`src/design/fbd_pkg.sv`:
```
// Shared constants, codes and queue entry type of the frame buffer drawer.
`default_nettype none

package fbd_pkg;

  // Panel and glyph geometry
  localparam int PANEL_COLS = 240;
  localparam int PANEL_ROWS = 240;
  localparam int GLYPH_W = 8;
  localparam int GLYPH_H = 16;
  localparam int GLYPH_COUNT = 256;

  localparam int FRAME_DEPTH = PANEL_COLS * PANEL_ROWS;
  localparam int FONT_DEPTH = GLYPH_COUNT * GLYPH_H;
  localparam int FRAME_AW = $clog2(FRAME_DEPTH);
  localparam int FONT_AW = $clog2(FONT_DEPTH);
  localparam int COL_W = $clog2(PANEL_COLS);
  localparam int ROW_W = $clog2(PANEL_ROWS);
  localparam int GCOL_W = $clog2(GLYPH_W);
  localparam int GROW_W = $clog2(GLYPH_H);

  // Field widths
  localparam int COLOR_W = 16;
  localparam int CODE_W = 8;
  localparam int POS_W = 12;
  localparam int SIZE_W = 11;

  // Signed working width for clipping: a 12-bit position plus an 11-bit size
  localparam int COORD_W = 14;
  localparam logic signed [COORD_W-1:0] COLS_S = COORD_W'(PANEL_COLS);
  localparam logic signed [COORD_W-1:0] ROWS_S = COORD_W'(PANEL_ROWS);
  localparam logic signed [COORD_W-1:0] GLYPH_W_S = COORD_W'(GLYPH_W);
  localparam logic signed [COORD_W-1:0] GLYPH_H_S = COORD_W'(GLYPH_H);
  localparam logic signed [COORD_W-1:0] ONE_S = COORD_W'(1);

  // Address step from one frame row to the next
  localparam logic [FRAME_AW-1:0] COL_STRIDE = FRAME_AW'(PANEL_COLS);

  // Command queue between the front and the back
  localparam int QUEUE_DEPTH = 4;
  localparam int QPTR_W = $clog2(QUEUE_DEPTH);
  localparam int QCNT_W = $clog2(QUEUE_DEPTH + 1);

  // Configuration port
  localparam int PADDR_W = 3;
  localparam int PDATA_W = 32;
  localparam logic REG_CLEAR_COLOR = 1'b0;

  // Input opcodes
  typedef enum logic [2:0] {
    OP_CLEAR = 3'd0,
    OP_RECT  = 3'd1,
    OP_CHAR  = 3'd2,
    OP_FONT  = 3'd3,
    OP_READ  = 3'd4
  } opcode_t;

  // Work classes handed to the back end
  typedef enum logic [1:0] {
    K_FILL  = 2'd0,
    K_GLYPH = 2'd1,
    K_FONT  = 2'd2,
    K_READ  = 2'd3
  } kind_t;

  // One queued job: a clipped pixel window or a single access
  typedef struct packed {
    kind_t               kind;
    logic [COL_W-1:0]    col_first;
    logic [COL_W-1:0]    col_last;
    logic [ROW_W-1:0]    row_first;
    logic [ROW_W-1:0]    row_last;
    logic [GCOL_W-1:0]   glyph_col;
    logic [GROW_W-1:0]   glyph_row;
    logic [CODE_W-1:0]   char_code;
    logic [COLOR_W-1:0]  fore_color;
    logic [COLOR_W-1:0]  back_color;
    logic [CODE_W-1:0]   font_bits;
    logic                outside;
  } job_t;

endpackage

`default_nettype wire

```
`src/design/fbd_queue.sv`:
```
// Short job queue that decouples command decode from drawing.
`default_nettype none

module fbd_queue (
  input  wire logic           clk,
  input  wire logic           rst,
  input  wire logic           push,
  input  wire fbd_pkg::job_t  push_job,
  output logic                push_ready,
  output logic                pop_valid,
  input  wire logic           pop,
  output fbd_pkg::job_t       pop_job
);

  fbd_pkg::job_t slots [fbd_pkg::QUEUE_DEPTH];
  logic [fbd_pkg::QPTR_W-1:0] wr_ptr, rd_ptr;
  logic [fbd_pkg::QCNT_W-1:0] count;

  assign push_ready = (count != fbd_pkg::QCNT_W'(fbd_pkg::QUEUE_DEPTH));
  assign pop_valid  = (count != '0);
  assign pop_job    = slots[rd_ptr];

  // Entry storage
  always_ff @(posedge clk) begin
    if (push && push_ready) begin
      slots[wr_ptr] <= push_job;
    end
  end

  // Pointers and fill count
  always_ff @(posedge clk) begin
    if (rst) begin
      wr_ptr <= '0;
      rd_ptr <= '0;
      count  <= '0;
    end else begin
      if (push && push_ready) begin
        wr_ptr <= wr_ptr + 1'b1;
      end
      if (pop && pop_valid) begin
        rd_ptr <= rd_ptr + 1'b1;
      end
      case ({push && push_ready, pop && pop_valid})
        2'b10:   count <= count + 1'b1;
        2'b01:   count <= count - 1'b1;
        default: count <= count;
      endcase
    end
  end

endmodule

`default_nettype wire

```
`config.mk`:
```
export PLATFORM = sky130hd
export DESIGN_NAME = fbd_queue
export DESIGN_NICKNAME = d
export VERILOG_FILES = /design/src/design/fbd_pkg.sv /design/src/design/fbd_queue.sv
export SDC_FILE = /design/constraint.sdc
export NUM_CORES = 1
export LEC_CHECK = 0
export BUFFER_PORTS_ARGS = -buffer_cell sky130_fd_sc_hd__buf_2
export CORE_ASPECT_RATIO = 1.75
export CORE_MARGIN = 4
export CORE_UTILIZATION = 35
export DETAILED_ROUTE_END_ITERATION = 10
export PLACE_DENSITY = 0.52
export SYNTH_ARGS = -nofsm -noshare
export SYNTH_HDL_FRONTEND = slang
export SYNTH_SLANG_ARGS = --single-unit
```
`constraint.sdc`:
```
create_clock -name clk -period 6.82 [get_ports clk]
set_clock_uncertainty 0.2 [all_clocks]
set_input_delay 0.341 -clock clk [delete_from_list [all_inputs] [get_ports clk]]
set_output_delay 0.341 -clock clk [all_outputs]
set_load 0.02 [all_outputs]
```
# [Yosys cells after proc, flatten, opt, wreduce, memory -nomap -nowiden]
# Memories as Yosys holds them, arrays and structs flattened. A register that Yosys moved wholly into a read port is not among the register bits.
# Index checks and enable logic that the tools add are counted.
[classes] reduce_logical=4 bitwise_logic=0 add_sub_neg=4 n_shift=0 mux=5 n_lt_le_gt_ge=0 n_div=0 n_eq_ne=3 n_mul=0
[op_table] cell="case mux 3 bit (2 select lines)" n=1
[op_table] cell="adder 2 x 1 -> 2 bit, second input constant" n=2
[op_table] cell="two-way mux 2 bit" n=2
[op_table] cell="adder 3 x 1 -> 3 bit, second input constant" n=1
[op_table] cell="!= test 3 bit, second input constant" n=1
[op_table] cell="nonzero test 3 bit" n=1
[op_table] cell="subtractor 3 x 1 -> 3 bit, second input constant" n=1
[op_table] cell="== test 2 x 1 -> 1 bit, second input constant" n=1
[op_table] cell="== test 2 bit, second input constant" n=1
[op_table] cell="logical AND 1 bit" n=2
[op_table] cell="two-way mux 1 bit" n=2
[op_table] cell="nonzero test 2 bit" n=1
[word_totals] latch_bits=0 word_cells=20 inputBits=94 register_bits=7 mem_count=1 output_inout_bits=92 rom_bits=0 ramBits=360
[mem_list] memory="slots" depth=4 width=90 rd=1 rd_ports_with_merged_regs=1 wr=1 line="fbd_queue.sv:15" source="fbd_pkg::job_t slots [fbd_pkg::QUEUE_DEPTH];"

# [Longest topological paths before layout]
# Gate-level depths: netlist (run 1).
[logic_depth] ltp_word=4 mapped_depth=9 ltp_nobuf=9

# [Worst setup path before layout (run 1)]
# Ideal clock, no wire load.
[synth_timing] path_type="reg2reg" startpoint="reg count[0] (netlist bit)" endpoint="mem slots[0][0] (netlist bit), enable pin" path_stages_with_launch=4 arrival_time_ns=2.846 setup_time_ns=0.459 path_slack_ns=3.315 required_time_ns=6.161 path_cell_list="dfxtp_1 -> nor2_1 -> a21boi_2 -> and2_1"
[synth_between] elab_chain_cells=4
[synth_rtl] item="from (decl)" line="fbd_queue.sv:17" source="logic [fbd_pkg::QCNT_W-1:0] count;"
[synth_rtl] item="from (signal assigned)" line="fbd_queue.sv:44" source="2'b10: count <= count + 1'b1;"
[synth_rtl] item="from (signal assigned)" line="fbd_queue.sv:45" source="2'b01: count <= count - 1'b1;"
[synth_rtl] item="from (signal assigned)" line="fbd_queue.sv:46" source="default: count <= count;"
[synth_rtl] item="!= test 3 bit" line="fbd_queue.sv:19" source="assign push_ready = (count != fbd_pkg::QCNT_W'(fbd_pkg::QUEUE_DEPTH));"
[synth_rtl] item="logical AND 1 bit" line="fbd_queue.sv:25" source="if (push && push_ready) begin"
[synth_rtl] item="two-way mux 1 bit" line="fbd_queue.sv:25"
[synth_rtl] item="two-way mux 1 bit (not written as such)" line="fbd_queue.sv:26" source="slots[wr_ptr] <= push_job;"
[synth_rtl] item="to (decl)" line="fbd_queue.sv:15"
# No other way between the ends.

==> summary.md, run 1 <==
| Metric | Value |
|---|---|
| Outcome | finished clean |
| Most frequent cells in the layout | edfxtp_1, buf_2, dlygate4sd3_1 |
| Crit path launch type | register |
| Total of cells resized after clock tree synthesis | 0 |
| Fin crit share | between 40% and 50% |
| Clock sink count | between 300 and 400 |
| Fin. Hold Viols | 0 |
| Synth top area cells | edfxtp_1, mux4_2, buf_12, dfxtp_1, ha_1 |
| Antenna Nets Post-Route | 0 |
| Library cells used by synthesis | 25 |
| Layout cells sized above 1 | between 40% and 50% |
| #FFs+latches synth | 369 |
| Reg area | roughly 11000 sq um |
| Remaining DRCs | 0 |
| Fin Setup TNS | 0 ps |
| Crit-path cells | buf_4 -> mux4_2 -> buf_2 |
| First-pass GRT wire length | 41.7 mm |
| Drt first-iter violations | around 230 |
| Final setup viols | 0 |
| CP endpoint kind | output pin |
| Clock latency on the worst-skew pair | 510 ps |
| Synth-to-Final Area Change | 24.6% |
| RR Endpoint | slots[3][55] |
| Post-Synthesis Cell Area | 13600 sq um |
| Least-Margin Pin Slew | approximately 770 ps |
| Footprint of the multi-input gates | approximately 2300 sq um |
| Top-area cell type share of the netlist area | 79.8% |
| Reg2reg start | count[0] |
| CP required | 6280 ps |
| Die width | 157 microns |
| Num CTS Buffers | 35 |
| Core area | roughly 38000 sq um |
| Hold Crit Class | input pin to register |
| Rel. slew slack | just under 50% |
| Site Rows | between 90 and 100 |
| Routed wire length per instance | between 20 and 25 microns |
| Vias per inst | 4.78 |
| Gr ovfl total | 0 |
| DR pass1 iterations | 4 |
| # IOs | ~190 |
| Die area | about 42000 sq um |
| Min Clock Period, post-route | roughly 3300 ps |
| Clock slew at reported path FFs | about 60 ps |
| MaxCap Viol Count | 0 |
| Slowest-stage cell, CP | dfxtp_4 |
| Worst Hold Path Cells | 4 |
| Worst IR drop on VDD | between 200 and 250 uV |
| Initial antenna violation count | 1 |
| Crit-path max FO | 34 |
| Kind of critical path | register to output pin |
| Worst stage delay on the critical path | around 710 ps |
| H-tree depth | 2 |
| Tot GR Track Use | a little over an eighth |
| Commonest non-fill, non-tap cell in the layout | edfxtp_1 |
| Pleak | 5.65 nW |
| R2R depth | 4 |
| Root Buffer | clkbuf_16 |
| Fmax | 302 MHz |
| Routability cong. | about 0.73 |
| Hold WS | 90.2 ps |
| Number of global-route vias before repair | between 7000 and 8000 |
| IO buf count | 185 |
| Initial Util | roughly a third |
| Power Density | between 300 and 400 nW/um^2 |
| Largest net degree at the start of global routing | slightly below 50 |
| Leading area contributor after synthesis | edfxtp_1 |
| Via count | approximately 6400 |
| # fillers | approximately 3300 |
| RSZ-0062 raised after global routing | false |
| Fin nets | between 900 and 1000 |
| Syn avg cell area | about 26 sq um |
| Clock Tree Buf Depth | 3 |
| Syn nets | ~620 |
| CP delay by family, top | buffers and inverters |
| CTS tree | done |
| Syn. warnings | 0 |
| Die height | between 200 and 300 microns |
| Hold_sp | pop |
| Sequential area share after synthesis | about 81% |
| CP arrival | between 2000 and 3000 ps |
| Utilization after layout | a little over two fifths |
| R2r setup slk | 3950 ps |
| Critical path buffers and inverters | 2 |
| Placed wire-length estimate | ~17 mm |
| Post-Synthesis Cells | 522 |
| Hold Path End | rd_ptr[1] |
| Slew Limit Fails | 0 |
| WL final | 27.1 mm |
==> worst max-delay path by stage <==
stage,start,to,cells past startpoint
6_report,register,pop_job[29],3
5_1_grt,register,pop_job[29],3
4_1_cts,register,pop_job[29],3
3_5_place_dp,count[0],slots[2][0],4
3_3_place_gp,register,pop_job[19],3
2_1_floorplan,count[0],slots[0][0],3
==> per-stage QoR <==
step	instance area [sq um]	power (mW)	cells	setup WS, ps
finish	16900	6.19	1330	3510
global route	16900	6.51	1330	3240
CTS	16900	6.32	1329	3340
detailed placement	14900	4.45	1178	3850
global placement	14900	4.42	1178	3900
floorplan	13600	4.03	522	3320
==> timing repair <==
item	in CTS	in global routing
hold buffers	91	0
hold endpoints to repair	367	0
setup buffers	0	0
==> flip-flops by register name, summed over array words and instances (netlist names), named ones only <==
name	count
rd_ptr	2
count	3
slots	360
wr_ptr	2
==> cell type report <==
type                       instances  share of cell area [%]
sequential                       369                    65.1
multi-input combinational        126                    13.7
timing repair buffer             283                    11.2
clock buffer                      40                    5.30
tap                              485                    3.59
clock inverter                    20                    1.00
inverter                           6                   0.133
antenna                            1                  0.0148
==> routing by layer <==
layer  global-route usage, %  share of wire, %  vias to the layer above
met5                       0                 0                        -
met4                    4.58               2.5                        0
met3                    2.42               4.4                       36
met2                    25.3                58                      166
met1                    13.9                35                     3317
li1                        -                 -                     2835
==> cells in the mapped netlist, drive strengths merged <==
| library cell | number |
|---|---|
| buf | 20 |
| inv | 6 |
| xor2 | 3 |
| a21boi | 1 |
| xnor2 | 1 |
| ha | 5 |
| dfxtp | 9 |
| a21oi | 2 |
| clkbuf | 1 |
| nand2 | 1 |
| nand2b | 2 |
| o21ai | 1 |
| mux4 | 90 |
| edfxtp | 360 |
| mux2i | 1 |
| or3 | 2 |
| o31a | 1 |
| o311ai | 1 |
| mux2 | 1 |
| fa | 1 |
| nor2 | 9 |
| and2 | 4 |
==> report_power, final <==
| part | switching [mW] | internal [mW] | total [mW] | leakage [nW] |
|---|---|---|---|---|
| Combinational | 0.871 | 0.659 | 1.53 | 1.75 |
| Sequential | 0.116 | 2.74 | 2.85 | 3.38 |
| Clock | 0.788 | 1.03 | 1.81 | 0.522 |
| Total | 1.77 | 4.42 | 6.19 | 5.65 |
==> kinds of logic (layout without fill, tap and decap cells) <==
kind of cell               after synthesis  after routing  share of synthesized area (%)
and+or+nand+nor                         18             18                          0.646
DFF                                    369            369                           81.1
xor gates and xnor gates                 4              4                          0.259
buffers and inverters                   27            349                           1.97
muxes                                   92             92                           15.1
adders and majority gates                6              6                          0.609
other                                    0              1                              0
AOI/OAI and AO/OA                        6              6                          0.323
==> worst reg2reg max path, stage by stage (launching register included) <==
cell,delay (ps)
dfxtp_1,420
nor2_1,100
a21boi_2,330
and2_4,670
buf_4,750
(Power assumes the default switching activity.)
==> run 2, diff against run 1 <==
==> constraint.sdc (replaced) <==
create_clock -name clk -period 3.36 [get_ports clk]
set_clock_uncertainty 0.2 [all_clocks]
set_input_delay 0.168 -clock clk [delete_from_list [all_inputs] [get_ports clk]]
set_output_delay 0.168 -clock clk [all_outputs]
set_load 0.02 [all_outputs]
==> run 2 against run 1 <==
  * Core utilization increased by 0.77 points
  * Via count up 0.14%
  * First-iteration DRC count increased by 31%
  * Combinational power grew 120%
  * Cell count is 1.1% higher
  * Sequential share of layout area is 1.1 points lower
  * Critical path depth unchanged
  * Final area rose by 1.8%
  * Sequential power up 100%
  * Sequential cell count stayed put
  * Largest cell class unchanged
==> summary.md, run 2 (synthesis gave the netlist of run 1 again) <==
| Metric | Value |
|---|---|
| H-tree depth | 2 |
| Worst IR drop on VDD | 490 uV |
| Max reg flops | between 300 and 400 |
| Worst stage delay on the critical path | between 600 and 700 ps |
| Fin crit share | 78.7% |
| MaxCap Viol Count | 0 |
| Largest net degree at the start of global routing | 59 |
| Regs by FF count | slots (360), count (3) |
| WL final | 29.5 mm |
| Final setup viols | 0 |
| Die area | approximately 42000 sq um |
| Reg area | around 11000 sq um |
| Fmax | roughly 380 MHz |
| Worst Hold Path Cells | 2 |
| Power Density | approximately 760 nW/um^2 |
| Least-Margin Pin Slew | between 500 and 600 ps |
| Hold Crit Class | input pin to register |
| Routability cong. | approximately 0.72 |
| Routed wire length per instance | 21.9 microns |
| First-pass GRT wire length | around 45 mm |
| Initial Util | 35.3% |
| Rel. slew slack | about three fifths |
| Hold WS | ~200 ps |
| Clock Tree Buf Depth | 3 |
| Commonest non-fill, non-tap cell in the layout | edfxtp_1 |
| Utilization after layout | between 40% and 50% |
| Via count | about 6400 |
| Die height | about 270 microns |
| Clock slew at reported path FFs | 60 ps |
| Reg with most FFs | slots |
| IO buf count | ~190 |
| Root Buffer | clkbuf_16 |
| CP arrival | 2280 ps |
| Pwr Total | 13.0 mW |
| Die width | roughly 160 microns |
| Clock latency on the worst-skew pair | around 520 ps |
| CP endpoint kind | output pin |
| Drt first-iter violations | slightly above 300 |
| Crit path launch type | register |
| Site Rows | between 90 and 100 |
| Most frequent cells in the layout | edfxtp_1, buf_2, dlygate4sd3_1 |
| Crit-path max FO | 35 |
| Min Clock Period, post-route | 2640 ps |
| Core area | between 30000 and 40000 sq um |
| Fin nets | about 930 |
| Antenna Nets Post-Route | 0 |
| Gr ovfl total | 0 |
| Vias per inst | about 4.7 |
| CTS tree | done |
| Initial antenna violation count | 3 |
| # IOs | 186 |
| Kind of critical path | register to output pin |
| R2R depth | 4 |
| Placed wire-length estimate | 18.8 mm |
| Num CTS Buffers | 35 |
| Layout cells sized above 1 | about two fifths |
| CP required | between 2000 and 3000 ps |
| RSZ-0062 raised after global routing | false |
| Fin Setup TNS | 0 ps |
| Footprint of the multi-input gates | 2310 sq um |
| Tot GR Track Use | 14.2% |
| Clock sink count | about 370 |
| DR pass1 iterations | 4 |
| # fillers | approximately 3200 |
| Pleak | about 5.8 nW |
| Synth-to-Final Area Change | 26.8% |
| Number of global-route vias before repair | between 7000 and 8000 |
| Fin. Hold Viols | 0 |
| Outcome | finished clean |
| Slew Limit Fails | 0 |
| Slowest-stage cell, CP | mux4_2 |
| Remaining DRCs | 0 |
| Crit-path cells | buf_12 -> mux4_2 -> buf_2 |
==> run 2: cell types whose count changed in the layout (fill, tap and decap cells not counted) <==
cell / change
diode_2: +2
buf_12: +11
clkinvlp_4: +1
bufinv_16: +3
clkinv_1: +1
dlygate4sd3_1: +2
clkinv_2: +1
buf_4: -5
inv_6: -1
clkinv_4: -1
==> run 2: path summary, 6_finish.rpt <==
kind                                   start           end  slack (ps)
worst max-delay path                register   pop_job[27]         720
worst min-delay path            push_job[47]  slots[0][47]         200
worst max register to register      count[0]  slots[2][17]        1060
worst min register to register     wr_ptr[1]     wr_ptr[1]         320
==> run 2: timing repair <==
action,4_1_cts,5_1_grt
gates resized for setup,0,0
buffers inserted,0,0
hold endpoints to repair,369,0
hold buffers,93,0
==> run 2: where the power goes <==
part	internal, mW	total [mW]	switching, mW	leakage, nW
Sequential	5.55	5.74	0.195	3.38
Clock	2.32	3.97	1.65	0.561
Combinational	1.43	3.33	1.90	1.82
==> run 2: area by class of cell <==
class                           count  area share [%]
Sequential cell                   369            64.0
Multi-Input combinational cell    126            13.4
Timing Repair Buffer              291            12.2
Clock buffer                       40            5.21
Tap cell                          485            3.53
Clock inverter                     24            1.50
Inverter                            6           0.131
Antenna cell                        3          0.0437
==> run 2: stage by stage <==
step	worst slack [ps]	instance area [sq um]	std cells
after floorplan	843	13600	522
after global placement	1130	15100	1184
after detailed placement	1050	15100	1184
after CTS	597	17200	1341
after global routing	538	17200	1344
final	715	17200	1344
==> run 2: worst max-delay path, delay by kind of cell (launching register included) <==
kind	cells	cell delay [ps]
multiplexers	1	610
flip-flops	1	600
buffers and inverters	2	540
==> run 2: layer usage <==
layer	routed length, microns	global-route usage [%]	vias to the layer above
li1	-	-	2848
met2	16400	25.9	145
met1	10700	16.1	3313
met4	1160	6.29	0
met3	1170	2.40	57
met5	0	0	-
==> run 3, diff against run 2 <==
==> constraint.sdc (replaced) <==
create_clock -name clk -period 2.63 [get_ports clk]
set_clock_uncertainty 0.2 [all_clocks]
set_input_delay 0.1315 -clock clk [delete_from_list [all_inputs] [get_ports clk]]
set_output_delay 0.1315 -clock clk [all_outputs]
set_load 0.02 [all_outputs]
==> run 3 against run 2 <==
  * Setup slack got worse by 480 ps
  * Sequential power rose by 26%
  * Critical path type unchanged
  * Final area fell by 0.28%
  * Largest power group unchanged
  * Sequential share of layout area rose by 0.18 points
  * Core utilization fell by 0.13 points
  * Hold slack got worse by 22 ps
  * Clock-buffer cell count fell by 2
  * Via count rose by 0.79%
  * Register-to-register slack got worse by 720 ps
  * Global-route usage fell by 0.77 points
  * Critical path depth did not move
  * Non-clock buffer count rose by 1
==> summary.md, run 3 (synthesis gave the netlist of run 1 again) <==
| Metric | Value |
|---|---|
| Largest net degree at the start of global routing | 91 |
| Initial antenna violation count | 4 |
| Clk pwr share | between 20 and 30% |
| Sw Share | between 20% and 30% |
| Slowest-stage cell, CP | mux4_2 |
| CP required | between 2000 and 2500 ps |
| Least-Margin Pin Slew | between 500 and 600 ps |
| Regs by FF count | slots (360), count (3) |
| Pint | around 12 mW |
| # IOs | around 190 |
| RR Endpoint | count[2] |
| Crit-path cells | buf_12 -> mux4_2 -> buf_2 |
| P_sw | between 4 and 5 mW |
| Num CTS Buffers | 34 |
| Root Buffer | clkbuf_16 |
| Hold Crit Class | input pin to register |
| Max reg flops | between 300 and 400 |
| Crit path launch type | register |
| Pleak | 5.74 nW |
| Most frequent cells in the layout | edfxtp_1, buf_2, dlygate4sd3_1 |
| Rel. slew slack | about three fifths |
| Tot GR Track Use | approximately 13% |
| Core area | around 38000 sq um |
| Die width | around 160 microns |
| Placed wire-length estimate | between 15 and 20 mm |
| Reg with most FFs | slots |
| Synth-to-Final Area Change | 26.4% |
| Fin Setup TNS | 0 ps |
| Fin nets | 929 |
| Via count | around 6400 |
| Clock slew at reported path FFs | 60 ps |
| Die height | approximately 270 microns |
| CP endpoint kind | output pin |
| Remaining DRCs | 0 |
| Min Clock Period, post-route | around 2400 ps |
| Reg2reg start | count[1] |
| R2R depth | 9 |
| Vias per inst | between 4 and 5 |
| MaxCap Viol Count | 0 |
| # fillers | 3255 |
| Gr ovfl total | 0 |
| CTS tree | done |
| Fin crit share | between 90% and 100% |
| Die area | around 42000 sq um |
| Slew Limit Fails | 0 |
| Worst setup endpoint | pop_job[39] |
| Layout cells sized above 1 | between 40% and 50% |
| Sequential fraction of design power | between 40% and 50% |
| Combinational Power Share | roughly a quarter |
| Worst stage delay on the critical path | 610 ps |
| First-pass GRT wire length | between 40 and 50 mm |
| CP arrival | between 2000 and 2500 ps |
| Drt first-iter violations | between 300 and 400 |
| Routability cong. | just over 0.7 |
| Worst IR drop on VDD | about 660 uV |
| DR pass1 iterations | 4 |
| RSZ-0062 raised after global routing | false |
| Antenna Nets Post-Route | 0 |
| Site Rows | 95 |
| Outcome | finished clean |
| Power Density | about 950 nW/um^2 |
| WL final | about 28 mm |
| Clock latency on the worst-skew pair | 500 ps |
| Clock sink count | approximately 370 |
| Initial Util | 35.3% |
| Final setup viols | 0 |
| Fin. Hold Viols | 0 |
| H-tree depth | 2 |
| Utilization after layout | between 40% and 50% |
| Crit-path max FO | 51 |
| Kind of critical path | register to output pin |
| R2r setup slk | 340 ps |
| Number of global-route vias before repair | 7307 |
| Commonest non-fill, non-tap cell in the layout | edfxtp_1 |
| IO buf count | 185 |
| Clock Tree Buf Depth | 3 |
| Fmax | between 400 and 500 MHz |
| Routed wire length per instance | roughly 21 microns |
-- run 3: cell types whose count changed in the layout (fill, tap and decap cells not counted), sizes merged --
cell and change:
buf +1, clkinv +4, bufinv -2, diode +1
clkinvlp -1, inv -2, clkbuf -2
-- run 3: cell type report --
cell class | instances | area [sq um] | area share (%)
Antenna cell | 4 | 10.0 | 0.0584
Timing Repair Buffer | 292 | 2110 | 12.3
Tap cell | 485 | 607 | 3.54
Multi-Input combinational cell | 126 | 2310 | 13.5
Sequential cell | 369 | 11000 | 64.2
Clock buffer | 38 | 887 | 5.18
Clock inverter | 23 | 194 | 1.13
Inverter | 6 | 22.5 | 0.131
-- run 3: repair_timing --
action	CTS	global route
endpoints found under the setup margin	0	0
hold endpoints to repair	369	0
gates resized for setup	0	0
hold buffers	93	0
setup buffers	0	0
-- run 3: how the worst min path moves through the flow --
stage	startpoint	to	slack, ps	depth (start not counted)
after floorplan	push_job[0]	slots[0][0]	30	0
after global placement	push_job[60]	slots[0][60]	140	1
after detailed placement	push_job[2]	slots[1][2]	150	1
after CTS	push_job[2]	slots[1][2]	140	2
after global routing	push_job[33]	slots[1][33]	170	2
final	push_job[2]	slots[1][2]	180	2
-- run 3: per-stage QoR --
step / power [mW] / cell area [sq um] / instances / hold WS [ps] / setup slack, ps
4_1_cts: 16.6 / 17100 / 1339 / 145 / 145
5_1_grt: 17.1 / 17100 / 1340 / 167 / 101
3_3_place_gp: 11.6 / 15100 / 1185 / 140 / 402
3_5_place_dp: 11.7 / 15100 / 1185 / 149 / 362
6_report: 16.3 / 17100 / 1343 / 176 / 237
2_1_floorplan: 10.4 / 13600 / 522 / 30.4 / 113
-- run 3: metal layers --
metal  part of all wire (%)  GRT usage [%]  wire, microns  up-vias
li1                       -              -              -     2864
met1                     35           14.3           9830     3369
met2                     58           26.3          16200      138
met3                    4.4           2.30           1230       42
met4                    2.5           4.27            696        0
met5                      0              0              0        -
-- run 3: critical path, delay by kind of cell (launching register included) --
kind / cells / cell delay, ps
flops: 1 / 370
mux: 1 / 610
buf+inv: 2 / 560
-- run 3: power by group through the flow --
stage                     combinational (mW)  clock (mW)  sequential [mW]
after floorplan                         3.10           0             7.32
after global placement                  4.28           0             7.32
after detailed placement                4.34           0             7.37
after CTS                               4.46        4.91             7.24
after global routing                    4.63        5.19             7.27
final                                   4.31        4.74             7.23
