$ cat src/design/fbd_pkg.sv
// Shared constants, codes and queue entry type of the frame buffer drawer.
`default_nettype none

package fbd_pkg;

  // Panel and glyph geometry
  localparam int PANEL_COLS = 240;
  localparam int PANEL_ROWS = 240;
  localparam int GLYPH_W = 8;
  localparam int GLYPH_H = 16;
  localparam int GLYPH_COUNT = 256;

  localparam int FRAME_DEPTH = PANEL_COLS * PANEL_ROWS;
  localparam int FONT_DEPTH = GLYPH_COUNT * GLYPH_H;
  localparam int FRAME_AW = $clog2(FRAME_DEPTH);
  localparam int FONT_AW = $clog2(FONT_DEPTH);
  localparam int COL_W = $clog2(PANEL_COLS);
  localparam int ROW_W = $clog2(PANEL_ROWS);
  localparam int GCOL_W = $clog2(GLYPH_W);
  localparam int GROW_W = $clog2(GLYPH_H);

  // Field widths
  localparam int COLOR_W = 16;
  localparam int CODE_W = 8;
  localparam int POS_W = 12;
  localparam int SIZE_W = 11;

  // Signed working width for clipping: a 12-bit position plus an 11-bit size
  localparam int COORD_W = 14;
  localparam logic signed [COORD_W-1:0] COLS_S = COORD_W'(PANEL_COLS);
  localparam logic signed [COORD_W-1:0] ROWS_S = COORD_W'(PANEL_ROWS);
  localparam logic signed [COORD_W-1:0] GLYPH_W_S = COORD_W'(GLYPH_W);
  localparam logic signed [COORD_W-1:0] GLYPH_H_S = COORD_W'(GLYPH_H);
  localparam logic signed [COORD_W-1:0] ONE_S = COORD_W'(1);

  // Address step from one frame row to the next
  localparam logic [FRAME_AW-1:0] COL_STRIDE = FRAME_AW'(PANEL_COLS);

  // Command queue between the front and the back
  localparam int QUEUE_DEPTH = 4;
  localparam int QPTR_W = $clog2(QUEUE_DEPTH);
  localparam int QCNT_W = $clog2(QUEUE_DEPTH + 1);

  // Configuration port
  localparam int PADDR_W = 3;
  localparam int PDATA_W = 32;
  localparam logic REG_CLEAR_COLOR = 1'b0;

  // Input opcodes
  typedef enum logic [2:0] {
    OP_CLEAR = 3'd0,
    OP_RECT  = 3'd1,
    OP_CHAR  = 3'd2,
    OP_FONT  = 3'd3,
    OP_READ  = 3'd4
  } opcode_t;

  // Work classes handed to the back end
  typedef enum logic [1:0] {
    K_FILL  = 2'd0,
    K_GLYPH = 2'd1,
    K_FONT  = 2'd2,
    K_READ  = 2'd3
  } kind_t;

  // One queued job: a clipped pixel window or a single access
  typedef struct packed {
    kind_t               kind;
    logic [COL_W-1:0]    col_first;
    logic [COL_W-1:0]    col_last;
    logic [ROW_W-1:0]    row_first;
    logic [ROW_W-1:0]    row_last;
    logic [GCOL_W-1:0]   glyph_col;
    logic [GROW_W-1:0]   glyph_row;
    logic [CODE_W-1:0]   char_code;
    logic [COLOR_W-1:0]  fore_color;
    logic [COLOR_W-1:0]  back_color;
    logic [CODE_W-1:0]   font_bits;
    logic                outside;
  } job_t;

endpackage

`default_nettype wire

$ cat src/design/fbd_if.sv
// Command and response channel interfaces of the frame buffer drawer.
`default_nettype none

interface fbd_cmd_if;
  logic                              valid;
  logic                              ready;
  logic [2:0]                        opcode;
  logic signed [fbd_pkg::POS_W-1:0]  x_pos;
  logic signed [fbd_pkg::POS_W-1:0]  y_pos;
  logic [fbd_pkg::SIZE_W-1:0]        rect_width;
  logic [fbd_pkg::SIZE_W-1:0]        rect_height;
  logic [fbd_pkg::COLOR_W-1:0]       fore_color;
  logic [fbd_pkg::COLOR_W-1:0]       back_color;
  logic [fbd_pkg::CODE_W-1:0]        char_code;
  logic [fbd_pkg::GROW_W-1:0]        font_row;
  logic [fbd_pkg::CODE_W-1:0]        font_bits;

  modport source (
    output valid, opcode, x_pos, y_pos, rect_width, rect_height,
    output fore_color, back_color, char_code, font_row, font_bits,
    input  ready
  );
  modport sink (
    input  valid, opcode, x_pos, y_pos, rect_width, rect_height,
    input  fore_color, back_color, char_code, font_row, font_bits,
    output ready
  );
endinterface


`default_nettype wire

$ cat src/design/fbd_front.sv
// Front end: configuration register, command decode and clipping into queue jobs.
`default_nettype none

module fbd_front (
  input  wire logic                          clk,
  input  wire logic                          rst,
  fbd_cmd_if.sink                            cmd,
  input  wire logic                          psel,
  input  wire logic                          penable,
  input  wire logic                          pwrite,
  input  wire logic [fbd_pkg::PADDR_W-1:0]   paddr,
  input  wire logic [fbd_pkg::PDATA_W-1:0]   pwdata,
  output logic      [fbd_pkg::PDATA_W-1:0]   prdata,
  input  wire logic                          q_ready,
  output logic                               q_push,
  output fbd_pkg::job_t                      q_job
);

  logic [fbd_pkg::COLOR_W-1:0] clear_color;

  logic signed [fbd_pkg::COORD_W-1:0] x_s, y_s, x_len, y_len, x_end, y_end;
  logic signed [fbd_pkg::COORD_W-1:0] col_lo, col_hi, row_lo, row_hi;
  logic signed [fbd_pkg::COORD_W-1:0] col_ofs, row_ofs, col_top, row_top;
  logic is_char, area_ok, off_panel, keep;

  // Clear color register, written by an APB access cycle
  always_ff @(posedge clk) begin
    if (rst) begin
      clear_color <= '0;
    end else if (psel && penable && pwrite && paddr[2] == fbd_pkg::REG_CLEAR_COLOR) begin
      clear_color <= pwdata[fbd_pkg::COLOR_W-1:0];
    end
  end

  assign prdata = (paddr[2] == fbd_pkg::REG_CLEAR_COLOR) ?
                  fbd_pkg::PDATA_W'(clear_color) : '0;

  // Clip the addressed window to the panel
  always_comb begin
    is_char = (cmd.opcode == fbd_pkg::OP_CHAR);
    x_s     = fbd_pkg::COORD_W'(cmd.x_pos);
    y_s     = fbd_pkg::COORD_W'(cmd.y_pos);
    x_len   = is_char ? fbd_pkg::GLYPH_W_S : $signed({3'b000, cmd.rect_width});
    y_len   = is_char ? fbd_pkg::GLYPH_H_S : $signed({3'b000, cmd.rect_height});
    x_end   = x_s + x_len;
    y_end   = y_s + y_len;
    col_lo  = (x_s < 0) ? '0 : x_s;
    row_lo  = (y_s < 0) ? '0 : y_s;
    col_hi  = (x_end > fbd_pkg::COLS_S) ? fbd_pkg::COLS_S : x_end;
    row_hi  = (y_end > fbd_pkg::ROWS_S) ? fbd_pkg::ROWS_S : y_end;
    col_top = col_hi - fbd_pkg::ONE_S;
    row_top = row_hi - fbd_pkg::ONE_S;
    col_ofs = col_lo - x_s;
    row_ofs = row_lo - y_s;
    area_ok = (col_lo < col_hi) && (row_lo < row_hi);
    off_panel = (x_s < 0) || (x_s >= fbd_pkg::COLS_S) ||
                (y_s < 0) || (y_s >= fbd_pkg::ROWS_S);
  end

  // Build the queue job for each opcode; empty windows and undefined opcodes are dropped
  always_comb begin
    q_job = '{
      kind:       fbd_pkg::K_FILL,
      col_first:  col_lo[fbd_pkg::COL_W-1:0],
      col_last:   col_top[fbd_pkg::COL_W-1:0],
      row_first:  row_lo[fbd_pkg::ROW_W-1:0],
      row_last:   row_top[fbd_pkg::ROW_W-1:0],
      glyph_col:  col_ofs[fbd_pkg::GCOL_W-1:0],
      glyph_row:  row_ofs[fbd_pkg::GROW_W-1:0],
      char_code:  cmd.char_code,
      fore_color: cmd.fore_color,
      back_color: cmd.back_color,
      font_bits:  cmd.font_bits,
      outside:    off_panel
    };
    keep = 1'b0;
    case (cmd.opcode)
      fbd_pkg::OP_CLEAR: begin
        keep             = 1'b1;
        q_job.col_first  = '0;
        q_job.col_last   = fbd_pkg::COL_W'(fbd_pkg::PANEL_COLS - 1);
        q_job.row_first  = '0;
        q_job.row_last   = fbd_pkg::ROW_W'(fbd_pkg::PANEL_ROWS - 1);
        q_job.fore_color = clear_color;
      end
      fbd_pkg::OP_RECT: begin
        keep = area_ok;
      end
      fbd_pkg::OP_CHAR: begin
        keep       = area_ok;
        q_job.kind = fbd_pkg::K_GLYPH;
      end
      fbd_pkg::OP_FONT: begin
        keep            = 1'b1;
        q_job.kind      = fbd_pkg::K_FONT;
        q_job.glyph_row = cmd.font_row;
      end
      fbd_pkg::OP_READ: begin
        keep            = 1'b1;
        q_job.kind      = fbd_pkg::K_READ;
        q_job.col_first = x_s[fbd_pkg::COL_W-1:0];
        q_job.row_first = y_s[fbd_pkg::ROW_W-1:0];
      end
      default: begin
        keep = 1'b0;
      end
    endcase
  end

  // Every item is accepted once the queue has room
  assign cmd.ready = q_ready;
  assign q_push    = cmd.valid && q_ready && keep;

endmodule

`default_nettype wire

$ cat src/flat_wrapper.sv
// flat-port wrapper written by rule: the top's interface ports become plain ports
module fbd_front_flat 
  (clk, rst, psel, penable, pwrite, paddr, pwdata, prdata, q_ready, q_push, q_job, cmd_valid, cmd_opcode, cmd_x_pos, cmd_y_pos, cmd_rect_width, cmd_rect_height, cmd_fore_color, cmd_back_color, cmd_char_code, cmd_font_row, cmd_font_bits, cmd_ready);
  fbd_cmd_if cmd_i ();
  input  wire logic clk;
  input  wire logic rst;
  input  wire logic psel;
  input  wire logic penable;
  input  wire logic pwrite;
  input  wire logic [fbd_pkg::PADDR_W-1:0] paddr;
  input  wire logic [fbd_pkg::PDATA_W-1:0] pwdata;
  output logic      [fbd_pkg::PDATA_W-1:0] prdata;
  input  wire logic q_ready;
  output logic q_push;
  output fbd_pkg::job_t q_job;
  input wire logic [$bits(cmd_i.valid)-1:0] cmd_valid;
  input wire logic [$bits(cmd_i.opcode)-1:0] cmd_opcode;
  input wire logic [$bits(cmd_i.x_pos)-1:0] cmd_x_pos;
  input wire logic [$bits(cmd_i.y_pos)-1:0] cmd_y_pos;
  input wire logic [$bits(cmd_i.rect_width)-1:0] cmd_rect_width;
  input wire logic [$bits(cmd_i.rect_height)-1:0] cmd_rect_height;
  input wire logic [$bits(cmd_i.fore_color)-1:0] cmd_fore_color;
  input wire logic [$bits(cmd_i.back_color)-1:0] cmd_back_color;
  input wire logic [$bits(cmd_i.char_code)-1:0] cmd_char_code;
  input wire logic [$bits(cmd_i.font_row)-1:0] cmd_font_row;
  input wire logic [$bits(cmd_i.font_bits)-1:0] cmd_font_bits;
  output wire logic [$bits(cmd_i.ready)-1:0] cmd_ready;
  assign cmd_i.valid = cmd_valid;
  assign cmd_i.opcode = cmd_opcode;
  assign cmd_i.x_pos = cmd_x_pos;
  assign cmd_i.y_pos = cmd_y_pos;
  assign cmd_i.rect_width = cmd_rect_width;
  assign cmd_i.rect_height = cmd_rect_height;
  assign cmd_i.fore_color = cmd_fore_color;
  assign cmd_i.back_color = cmd_back_color;
  assign cmd_i.char_code = cmd_char_code;
  assign cmd_i.font_row = cmd_font_row;
  assign cmd_i.font_bits = cmd_font_bits;
  assign cmd_ready = cmd_i.ready;
  fbd_front u_core (.clk(clk), .rst(rst), .cmd(cmd_i), .psel(psel), .penable(penable), .pwrite(pwrite), .paddr(paddr), .pwdata(pwdata), .prdata(prdata), .q_ready(q_ready), .q_push(q_push), .q_job(q_job));
endmodule
$ cat config.mk
export PLATFORM = sky130hd
export DESIGN_NAME = fbd_front_flat
export DESIGN_NICKNAME = d
export VERILOG_FILES = /design/src/design/fbd_pkg.sv /design/src/design/fbd_if.sv /design/src/design/fbd_front.sv /design/src/flat_wrapper.sv
export SDC_FILE = /design/constraint.sdc
export NUM_CORES = 1
export LEC_CHECK = 0
export ABC_AREA = 1
export BUFFER_PORTS_ARGS = -buffer_cell sky130_fd_sc_hd__buf_2
export CAP_MARGIN = 20
export CORE_AREA = 2 2 105 107
export DETAILED_ROUTE_END_ITERATION = 8
export DIE_AREA = 0 0 107 109
export PLACE_DENSITY = 0.89
export RECOVER_POWER = 25
export SETUP_SLACK_MARGIN = 0.5
export SKIP_CTS_REPAIR_TIMING = 1
export SLEW_MARGIN = 15
export SYNTH_ARGS = -nofsm -noshare
export SYNTH_HDL_FRONTEND = slang
export SYNTH_SLANG_ARGS = --single-unit
$ cat constraint.sdc
create_clock -name clk -period 11 [get_ports clk]
set_input_delay 3.3 -clock clk [delete_from_list [all_inputs] [get_ports clk]]
set_output_delay 3.3 -clock clk [all_outputs]
set_load 0.01 [all_outputs]
* Yosys cells after proc, flatten, opt, wreduce, memory -nomap -nowiden
Cells that the tools add are included.
Storage, ports and cells: bits in writable memories 0, output and inout bits 124, memory bits (read-only) 0, latch bits 0, input port bits 143, flip-flop bits (word level) 16, memories 0
Cells by class: multiply operators 0, add/sub/neg operators 6, muxes and demuxes 15, shifts and indexed selects 0, bitwise gates (word level) 1, eq/ne operators 4, order comparisons 8, reduce and logical (&&, ||, !) cells 12, div/mod/pow operators 0
Operators by type and width (count):
- 14-bit two-way mux | 4
- 16-bit two-way mux | 2
- 8-bit one-hot mux with 2 select lines | 2
- 14-bit by 9-bit > comparator with 1-bit output, second input constant | 2
- 14-bit less-than comparator | 2
- 12-bit by 12-bit adder with 13-bit output | 2
- 12-bit by 9-bit >= comparator with 1-bit output, second input constant | 2
- 12-bit by 1-bit less-than comparator with 1-bit output, second input constant | 2
- 11-bit two-way mux | 2
- 8-bit two-way mux | 2
- 8-bit by 2-bit subtractor with 8-bit output, second input constant | 2
- 3-bit by 2-bit == test with 1-bit output, second input constant | 2
- 1-bit logical AND | 6
- 2-bit one-hot mux with 3 select lines | 1
- 4-bit two-way mux | 1
- 4-bit subtractor | 1
- 3-bit by 1-bit == test with 1-bit output, second input constant | 1
- 3-bit == test, second input constant | 1
- 3-bit logical NOT | 1
- 1-bit logical OR | 3
- 3-bit OR reduction | 1
- 3-bit subtractor | 1
- 1-bit one-hot mux with 2 select lines | 1
- 2-bit OR reduction | 1
- 1-bit NOT | 1

* Logic depth before layout (Yosys ltp)
Gate-level depths: netlist of the first run.
depth after elaboration 9, mapped depth 32, mapped depth without buffers 30

* Least setup slack after synthesis of the first run
No wires, ideal clock.
kind input to output, start point input cmd_opcode[2], end point output q_push, arrival 6950 ps, stages on the path 29, path slack 750 ps, cells stage by stage inv_1 > nand3b_1 > clkbuf_1 > nand2_1 > inv_1 > ha_1 > fa_1 > nand3_1 > nand2_1 > nand2_1 > nand3b_1 > nand2_1 > nand3_1 > nor2_2 > o21ai_0 > ha_1 > nand2_4 > inv_4 > or2_1 > ha_1 > a21oi_1 > nor2_1 > a211oi_1 > nand2_1 > nand2_1 > nand4_1 > nor2_1 > nor2_1 > nor2_1
Between the ends: longest elaborated chain between the ends 9, elaborated cells on any way between the ends 20, those cells by class add/sub: 2; order compare: 4; eq/ne: 4; mux: 5; reduce/logical: 5
RTL lines:
- start, declared | RTL line flat_wrapper.sv:17 | input wire logic [$bits(cmd_i.opcode)-1:0] cmd_opcode;
- 3-bit by 2-bit == test with 1-bit output | RTL line fbd_front.sv:40, fbd_front.sv:77
- 11-bit two-way mux (on tied branches) | RTL line fbd_front.sv:43, fbd_front.sv:44
- 12-bit by 12-bit adder with 13-bit output (on tied branches) | RTL line fbd_front.sv:45, fbd_front.sv:46
- 14-bit by 9-bit > comparator with 1-bit output (on tied branches) | RTL line fbd_front.sv:49, fbd_front.sv:50
- 14-bit two-way mux (on tied branches) | RTL line fbd_front.sv:49, fbd_front.sv:50
- 14-bit less-than comparator | RTL line fbd_front.sv:55 | area_ok = (col_lo < col_hi) && (row_lo < row_hi);
- 1-bit logical AND | RTL line fbd_front.sv:55
- 1-bit one-hot mux with 2 select lines * | RTL line fbd_front.sv:77 | case (cmd.opcode)
- 1-bit logical AND * | RTL line fbd_front.sv:112 | assign q_push = cmd.valid && q_ready && keep;
- end, declared | RTL line flat_wrapper.sv:14 | output logic q_push;
Every way passes the cells marked *; elsewhere a longest branch is shown, timed or not.

* Final worst setup path of the first run
start point input cmd_opcode[0], end point output q_push
The elaborated chain is that of the path after synthesis.

==> results.json, run 1 <==
{
  "top_regs": "u_core.clear_color: 16 flops",
  "rows": 38,
  "drt_wl_total_um": 13400,
  "hold_start": "u_core.clear_color[4]",
  "grt_max_degree": 42,
  "worstSetupStartpoint": "cmd_opcode[0]",
  "worstMarginPinSlew_ns": 0.867,
  "setup_violations": 0,
  "crit_buf_inv": 5,
  "fin_area_sq_um": 5510,
  "slowest_delay_ns": 0.40,
  "dp_hpwl_um": 10600,
  "worstSkewPairLatency_ns": 0.25,
  "min_path_type": "flip-flop to flip-flop",
  "synth_edf_count": 0,
  "n_antenna_cell": 0,
  "largest_reg_flops": 16,
  "synth_cells": 779,
  "crit_arrival_ns": 7.24,
  "syn_area_per_cell_sq_um": 5.56,
  "nets": 1108,
  "vdd_drop_max_mv": 0.0546,
  "crit_type": "primary input to output pin",
  "yosys-top-cells-count": "208 x nand2_1, 127 x inv_1, 110 x nor2_1",
  "timing.rr.start": "u_core.clear_color[14]",
  "dieArea_sq_um": 11700,
  "grt_pass1_wl_um": 19100,
  "track_usage_pct": 19.9,
  "cp_max_fo": 8,
  "first_iter_violations": 212,
  "htree_levels": 1,
  "ys_warn_count": 0,
  "worst_path_max_delay_cell": "fa_2",
  "worstPathRequired_ns": 7.70,
  "cts_tree": "built",
  "drt_drc_violations_left": 0,
  "synthDistinctLibCells": 39,
  "grt_pass1_vias": 4351,
  "vias_per_cell": 4.86,
  "initial_utilization_pct": 40.8,
  "worst_setup_path_end_kind": "output pin",
  "syn_to_final_growth_pct": 27.1,
  "num_vias": 5123,
  "final_max_slew_viol_count": 0,
  "regMostFlops": "u_core.clear_color",
  "dr.pass1.iters": 5,
  "ant_nets": 0,
  "p_leak_nw": 3.18,
  "crit_family": "simple AND/OR/NAND/NOR gates",
  "clkTransAtPathRegs_ns": 0.07,
  "synth_area_sq_um": 4330,
  "ys_ff_latch": 16,
  "routedWlPerCell_um": 12.7,
  "synthTopCellsByArea": "nand2_1 18%, ha_1 14%, inv_1 11%, nor2_1 9.5%, buf_4 8.7%",
  "max_cap_violations": 0,
  "fmax_ghz": 0.0949,
  "clock_sinks": 16,
  "coreArea_sq_um": 10600,
  "final_util_pct": 51.9,
  "async_flop_share_pct": 0,
  "synth_most_common_cell": "nand2_1",
  "drive_gt1_share_pct": 31.2,
  "critPathLaunchType": "primary input",
  "fin_skew_ns": 0,
  "min_period_over_period_pct": 95.8,
  "antenna_found_initial": 0,
  "clk_path_buf_depth": 2,
  "power_density_nw_per_um2": 78.5,
  "tritoncts.num_buffers": 3,
  "die_h_um": 109,
  "yosysSeqAreaShare_pct": 7.40,
  "synth_ff_type": "dfxtp_1",
  "portBuffers": 168,
  "hold_viol_final": 0,
  "grt_overflow_total": 0,
  "boundaryPins": 267,
  "status": "complete, no violations",
  "rsz0062_at_grt": "true",
  "yosysTopAreaCell": "nand2_1",
  "placed_area_sq_um": 4950,
  "min_period_ns": 10.54,
  "cts_root_buf": "clkbuf_8",
  "die_w_um": 107,
  "fin_setup_tns_ns": 0,
  "place.gp.congestion": 0.933,
  "maxSlewHeadroom_pct": 42.2,
  "synthDominantCellAreaShare_pct": 18.0,
  "rrSetupSlack_ns": 10.31
}
per-stage QoR:
step                power [mW]  hold WS [ns]  instances  setup WS, ns
finish                   0.432         0.487       1054         0.459
global route             0.473         0.521       1054         0.243
CTS                      0.390         0.491       1039         0.118
detailed placement       0.336         0.481       1035         0.126
global placement         0.331         0.476       1035         0.198
floorplan                0.273         0.455        794         0.750
cells in the final DEF (no fill, tap or decap), types with 3 or more instances in the layout:
master,count
buf_4,14
o21ai_1,7
a21oi_2,4
nor2_2,8
nand3_2,15
nor2_1,102
xor2_1,4
ha_1,29
ha_2,4
ha_4,15
nand2_1,199
nand2_4,3
nand3_1,37
nand2_2,15
a21oi_1,20
buf_6,3
nand4_1,12
inv_1,124
dfxtp_1,16
a211oi_1,18
nand3b_1,6
nor3_1,9
conb_1,16
inv_2,10
o21ai_0,21
clkbuf_8,4
buf_2,167
nor2_4,8
worst register-to-register path, stage by stage (launching register included):
cell      delay (ns)
dfxtp_1         0.31
inv_1           0.07
a211oi_1        0.23
final timing paths:
path / endpoint / depth (start not counted)
worst min-delay path: u_core.clear_color[4] / 2
worst max-delay path: q_push / 30
worst max register to register: u_core.clear_color[14] / 2
worst min register to register: u_core.clear_color[4] / 2
power breakdown:
group	internal (mW)	switching (mW)	leakage, nW
clock	0.0317	0.0206	0.0288
combinational	0.126	0.193	3.02
sequential	0.0600	0.000493	0.130
per-layer routing:
layer  up-vias  track usage (%)  wire length (um)
li1       2651                -                 -
met4         0             3.62               235
met2       171             35.3              6450
met1      2281             25.7              5840
met5         -                0                 0
met3        20             3.35               846
cell type report:
type	instances	area, sq um
multi-input cells	571	3420
flip-flops and latches	16	320
well taps	140	175
inverters	137	524
clock buffers	4	55.1
repair buffers	186	1010
fillers	1097	5100
kinds of logic after synthesis:
group	count (synthesis)	share of synthesized area [%]
other cells	1	0.0866
compound gates	76	10.3
mux	1	0.260
fa+ha+maj	50	14.8
xor+xnor	8	1.96
buf+inv	207	22.9
simple gates	420	42.2
flops	16	7.40
No activity file was read; power rests on OpenSTA's default activity.
==> run 2, diff against run 1 <==
Clock period 11 ns to 9.73 ns, I/O delays scaled along.
==> run 2 against run 1 <==
  * Highest routed layer unchanged
  * Cell count grew 4.4%
  * Utilization grew 5.9 points
  * First-iteration DRC count grew 37%
  * Global-route usage grew 1.1 points
  * Hold slack gained 0.0013 ns
  * Sequential power grew 13%
  * The flow now finishes with violations (negative setup slack)
==> results.json, run 2 (synthesized netlist as in run 1, its figures left out) <==
{
  "min_path_type": "flip-flop to flip-flop",
  "fin_area_sq_um": 6130,
  "final_util_pct": 57.9,
  "worst_path_max_delay_cell": "ha_2",
  "worstMarginPinSlew_ns": 0.878,
  "whs_ns": 0.488,
  "nets": 1154,
  "fillCellCount": 964,
  "boundaryPins": 267,
  "placed_area_sq_um": 5250,
  "worstSkewPairLatency_ns": 0.24,
  "min_period_over_period_pct": 100,
  "syn_to_final_growth_pct": 41.7,
  "grt_overflow_total": 0,
  "rsz0062_at_grt": "true",
  "final_cell_mix": "179 x nand2_1, 163 x buf_2, 115 x inv_1",
  "critPathLaunchType": "primary input",
  "dieArea_sq_um": 11700,
  "die_w_um": 107,
  "power_density_nw_per_um2": 90.8,
  "drt_drc_violations_left": 0,
  "crit_arrival_ns": 6.82,
  "num_vias": 5426,
  "setup_violations": 1,
  "slowest_delay_ns": 0.41,
  "initial_utilization_pct": 40.8,
  "dr.pass1.iters": 4,
  "rows": 38,
  "grt_pass1_wl_um": 19900,
  "cp_max_fo": 10,
  "ff_latch_area_sq_um": 320,
  "maxSlewHeadroom_pct": 41.5,
  "routedWlPerCell_um": 13.4,
  "ant_nets": 0,
  "hold_viol_final": 0,
  "first_iter_violations": 290,
  "portBuffers": 168,
  "drive_gt1_share_pct": 39.6,
  "vdd_drop_max_mv": 0.117,
  "final_common_cell": "nand2_1",
  "crit_type": "primary input to output pin",
  "dp_hpwl_um": 10900,
  "violations": "negative setup slack",
  "final_max_slew_viol_count": 0,
  "drt_wl_total_um": 14700,
  "tritoncts.num_buffers": 3,
  "cts_tree": "built",
  "critPathMostFrequentCell": "nand2_1",
  "total_power_mw": 0.557,
  "grt_max_degree": 42,
  "p_leak_nw": 3.44,
  "max_cap_violations": 0,
  "status": "complete, but fails checks",
  "clk_path_buf_depth": 2,
  "fmax_ghz": 0.103,
  "cts_root_buf": "clkbuf_8",
  "regMostFlops": "u_core.clear_color",
  "worstPathRequired_ns": 6.81,
  "largest_reg_flops": 16,
  "grt_pass1_vias": 4536,
  "place.gp.congestion": 0.905,
  "fin_setup_tns_ns": -0.00830,
  "track_usage_pct": 21.0,
  "min_period_ns": 9.74,
  "finalWorstSetupSlack_ns": -0.00830,
  "multi_input_area_sq_um": 3630,
  "antenna_found_initial": 0,
  "fin_skew_ns": 0,
  "top_regs": "u_core.clear_color: 16 flops",
  "clock_sinks": 16,
  "coreArea_sq_um": 10600,
  "vias_per_cell": 4.93,
  "htree_levels": 1,
  "n_antenna_cell": 0,
  "clkTransAtPathRegs_ns": 0.07,
  "worst_setup_path_end_kind": "output pin",
  "die_h_um": 109
}
==> run 2: worst max-delay path: cells and delay by family <==
| kind | cells | cell delay, ns |
|---|---|---|
| compound gates | 3 | 0.40 |
| buf+inv | 6 | 0.67 |
| fa+ha+maj | 3 | 0.98 |
| simple gates | 18 | 1.85 |
==> run 2: through the flow <==
stage | setup slack (ns) | instances
2_1_floorplan | 0.364 | 794
3_3_place_gp | 0.0107 | 1075
3_5_place_dp | -0.0211 | 1075
4_1_cts | -0.0573 | 1079
5_1_grt | -0.243 | 1100
6_report | -0.00830 | 1100
==> run 2: area by class of cell <==
class	count	area share [%]
clock buffers	4	0.897
inverters	137	8.55
multi-input cells	571	59.2
flip-flops and latches	16	5.22
well taps	140	2.86
repair buffers	232	23.3
==> run 2: path summary, 6_finish.rpt <==
check                                       startpoint                endpoint  slack (ns)  cells after the start
worst max register to register  u_core.clear_color[12]  u_core.clear_color[12]        9.01                      2
worst max-delay path                     cmd_opcode[0]                  q_push      -0.008                     30
worst min register to register   u_core.clear_color[7]   u_core.clear_color[7]        0.49                      2
worst min-delay path             u_core.clear_color[7]   u_core.clear_color[7]        0.49                      2
==> run 2: report_power, final <==
group          total (mW)  switching, mW  internal, mW
registers          0.0684       0.000575        0.0679
logic               0.430          0.242         0.189
clock network      0.0582         0.0223        0.0358
==> run 2: metal layers <==
metal / wire (um) / vias to the layer above / GRT usage, %
li1: - / 2735 / -
met1: 6090 / 2424 / 26.9
met5: 0 / - / 0
met4: 384 / 0 / 5.75
met3: 1060 / 38 / 2.69
met2: 7210 / 229 / 37.0
==> run 3, diff against run 2 <==
Settings changed: CORE_AREA 2 2 105 107 to not set, CORE_ASPECT_RATIO set to 1.1, CORE_MARGIN set to 1.5, CORE_UTILIZATION set to 35, DIE_AREA 0 0 107 109 to not set, PLACE_DENSITY 0.89 to 0.79.
==> run 3 against run 2 <==
  * The flow still finishes with violations (negative setup slack)
  * Critical path type unchanged
  * Design area rose by 1.8%
  * Critical path depth decreased by 1
  * Hold slack got worse by 0.0067 ns
==> results.json, run 3 (synthesized netlist as in run 1, its figures left out) <==
{
  "die_h_um": 120,
  "final_common_cell": "nand2_1",
  "fmax_ghz": 0.102,
  "antenna_found_initial": 0,
  "dp_hpwl_um": 11000,
  "worstSkewPairLatency_ns": 0.24,
  "power_frac_clock_pct": 14.5,
  "worstMarginPinSlew_ns": 0.874,
  "final_max_slew_viol_count": 0,
  "worst_path_max_delay_cell": "fa_2",
  "slowest_delay_ns": 0.40,
  "cts_root_buf": "clkbuf_16",
  "tritoncts.num_buffers": 3,
  "top_regs": "u_core.clear_color: 16 flops",
  "grt_max_degree": 42,
  "drt_wl_total_um": 14400,
  "internal_power_mw": 0.330,
  "seqPwrFrac_pct": 11.4,
  "min_period_ns": 9.77,
  "worstPathRequired_ns": 6.81,
  "multi_input_area_sq_um": 3610,
  "busiest_layer": "met2",
  "ff_latch_area_sq_um": 320,
  "vias_per_cell": 4.77,
  "final_cell_mix": "177 x nand2_1, 163 x buf_2, 115 x inv_1",
  "gr-usage-met1_pct": 24.2,
  "status": "complete, but fails checks",
  "crit_arrival_ns": 6.85,
  "fin_setup_tns_ns": -0.0413,
  "portBuffers": 168,
  "placed_area_sq_um": 5330,
  "max_cap_violations": 0,
  "drive_gt1_share_pct": 40.4,
  "track_usage_pct": 19.3,
  "setup_violations": 1,
  "power_switching_mw": 0.273,
  "vdd_drop_max_mv": 0.0889,
  "p_sw_share_pct": 45.2,
  "clock_sinks": 16,
  "largest_reg_flops": 16,
  "ant_nets": 0,
  "cp_max_fo": 6,
  "cts_tree": "built",
  "min_period_over_period_pct": 100,
  "htree_levels": 1,
  "first_iter_violations": 197,
  "boundaryPins": 267,
  "critPathLaunchType": "primary input",
  "worst_setup_path_end_kind": "output pin",
  "hold_viol_final": 0,
  "fillCellCount": 1169,
  "num_vias": 5359,
  "grt_pass1_vias": 4630,
  "clkTransAtPathRegs_ns": 0.05,
  "syn_to_final_growth_pct": 44.2,
  "gr-usage-met2_pct": 34.1,
  "grt_overflow_total": 0,
  "regMostFlops": "u_core.clear_color",
  "rsz0062_at_grt": "true",
  "routedWlPerCell_um": 12.8,
  "fin_area_sq_um": 6250,
  "power_density_nw_per_um2": 96.6,
  "p_leak_nw": 3.53,
  "initial_utilization_pct": 36.0,
  "n_antenna_cell": 0,
  "place.gp.congestion": 0.884,
  "drt_drc_violations_left": 0,
  "violations": "negative setup slack",
  "dr.pass1.iters": 4,
  "met3_usage_pct": 1.90,
  "finalWorstSetupSlack_ns": -0.0413,
  "grt_pass1_wl_um": 20600,
  "min_path_type": "flip-flop to flip-flop",
  "crit_type": "primary input to output pin",
  "maxSlewHeadroom_pct": 41.6,
  "pwr-share-comb_pct": 74.1,
  "rows": 42,
  "clk_path_buf_depth": 2,
  "dieArea_sq_um": 13000,
  "coreArea_sq_um": 12000,
  "nets": 1163,
  "die_w_um": 109,
  "fin_skew_ns": 0
}
run 3: cell count changes in the layout (fill, tap and decap cells not counted), sizes merged:
cell    change
buf         +9
clkinv      -1
inv         +1
run 3: path summary, 6_finish.rpt:
kind / cells past startpoint / startpoint / endpoint / slack (ns)
setup / recovery: 29 / cmd_opcode[0] / q_push / -0.04
setup reg to reg: 2 / u_core.clear_color[5] / u_core.clear_color[5] / 9.03
hold / removal: 2 / u_core.clear_color[13] / u_core.clear_color[13] / 0.48
hold reg to reg: 2 / u_core.clear_color[13] / u_core.clear_color[13] / 0.48
run 3: final cells by class:
type                            count  share of cell area (%)
Multi-Input combinational cell    571                    57.8
Timing Repair Buffer              241                    24.2
Inverter                          137                    8.39
Sequential cell                    16                    5.13
Tap cell                          154                    3.08
Clock buffer                        4                    1.42
run 3: critical path, delay by kind of cell:
kind / cells / cell delay, ns
simple gates: 16 / 1.76
compound gates: 3 / 0.39
fa+ha+maj: 4 / 1.10
buf+inv: 6 / 0.66
run 3: metal layers:
layer / vias to the layer above / routed length (um)
li1: 2757 / -
met1: 2396 / 6070
met2: 174 / 7320
met3: 32 / 737
met4: 0 / 291
met5: - / 0
run 3: power groups by stage:
| stage | logic, mW | registers (mW) | clock network, mW |
|---|---|---|---|
| global route | 0.493 | 0.0687 | 0.0922 |
| floorplan | 0.240 | 0.0697 | 0 |
| detailed placement | 0.349 | 0.0699 | 0 |
| CTS | 0.351 | 0.0686 | 0.0892 |
| global placement | 0.344 | 0.0698 | 0 |
| finish | 0.447 | 0.0686 | 0.0875 |
run 3: metrics by stage:
| stage | utilization (%) | hold WS [ns] | cells | setup WS, ns | power, mW |
|---|---|---|---|---|---|
| finish | 51.9 | 0.481 | 1123 | -0.0413 | 0.604 |
| floorplan | - | 0.455 | 794 | 0.364 | 0.309 |
| global route | 51.9 | 0.503 | 1123 | -0.441 | 0.654 |
| CTS | 45.0 | 0.485 | 1101 | -0.148 | 0.509 |
| detailed placement | 44.3 | 0.476 | 1097 | -0.120 | 0.419 |
| global placement | 44.3 | 0.473 | 1097 | -0.0964 | 0.413 |
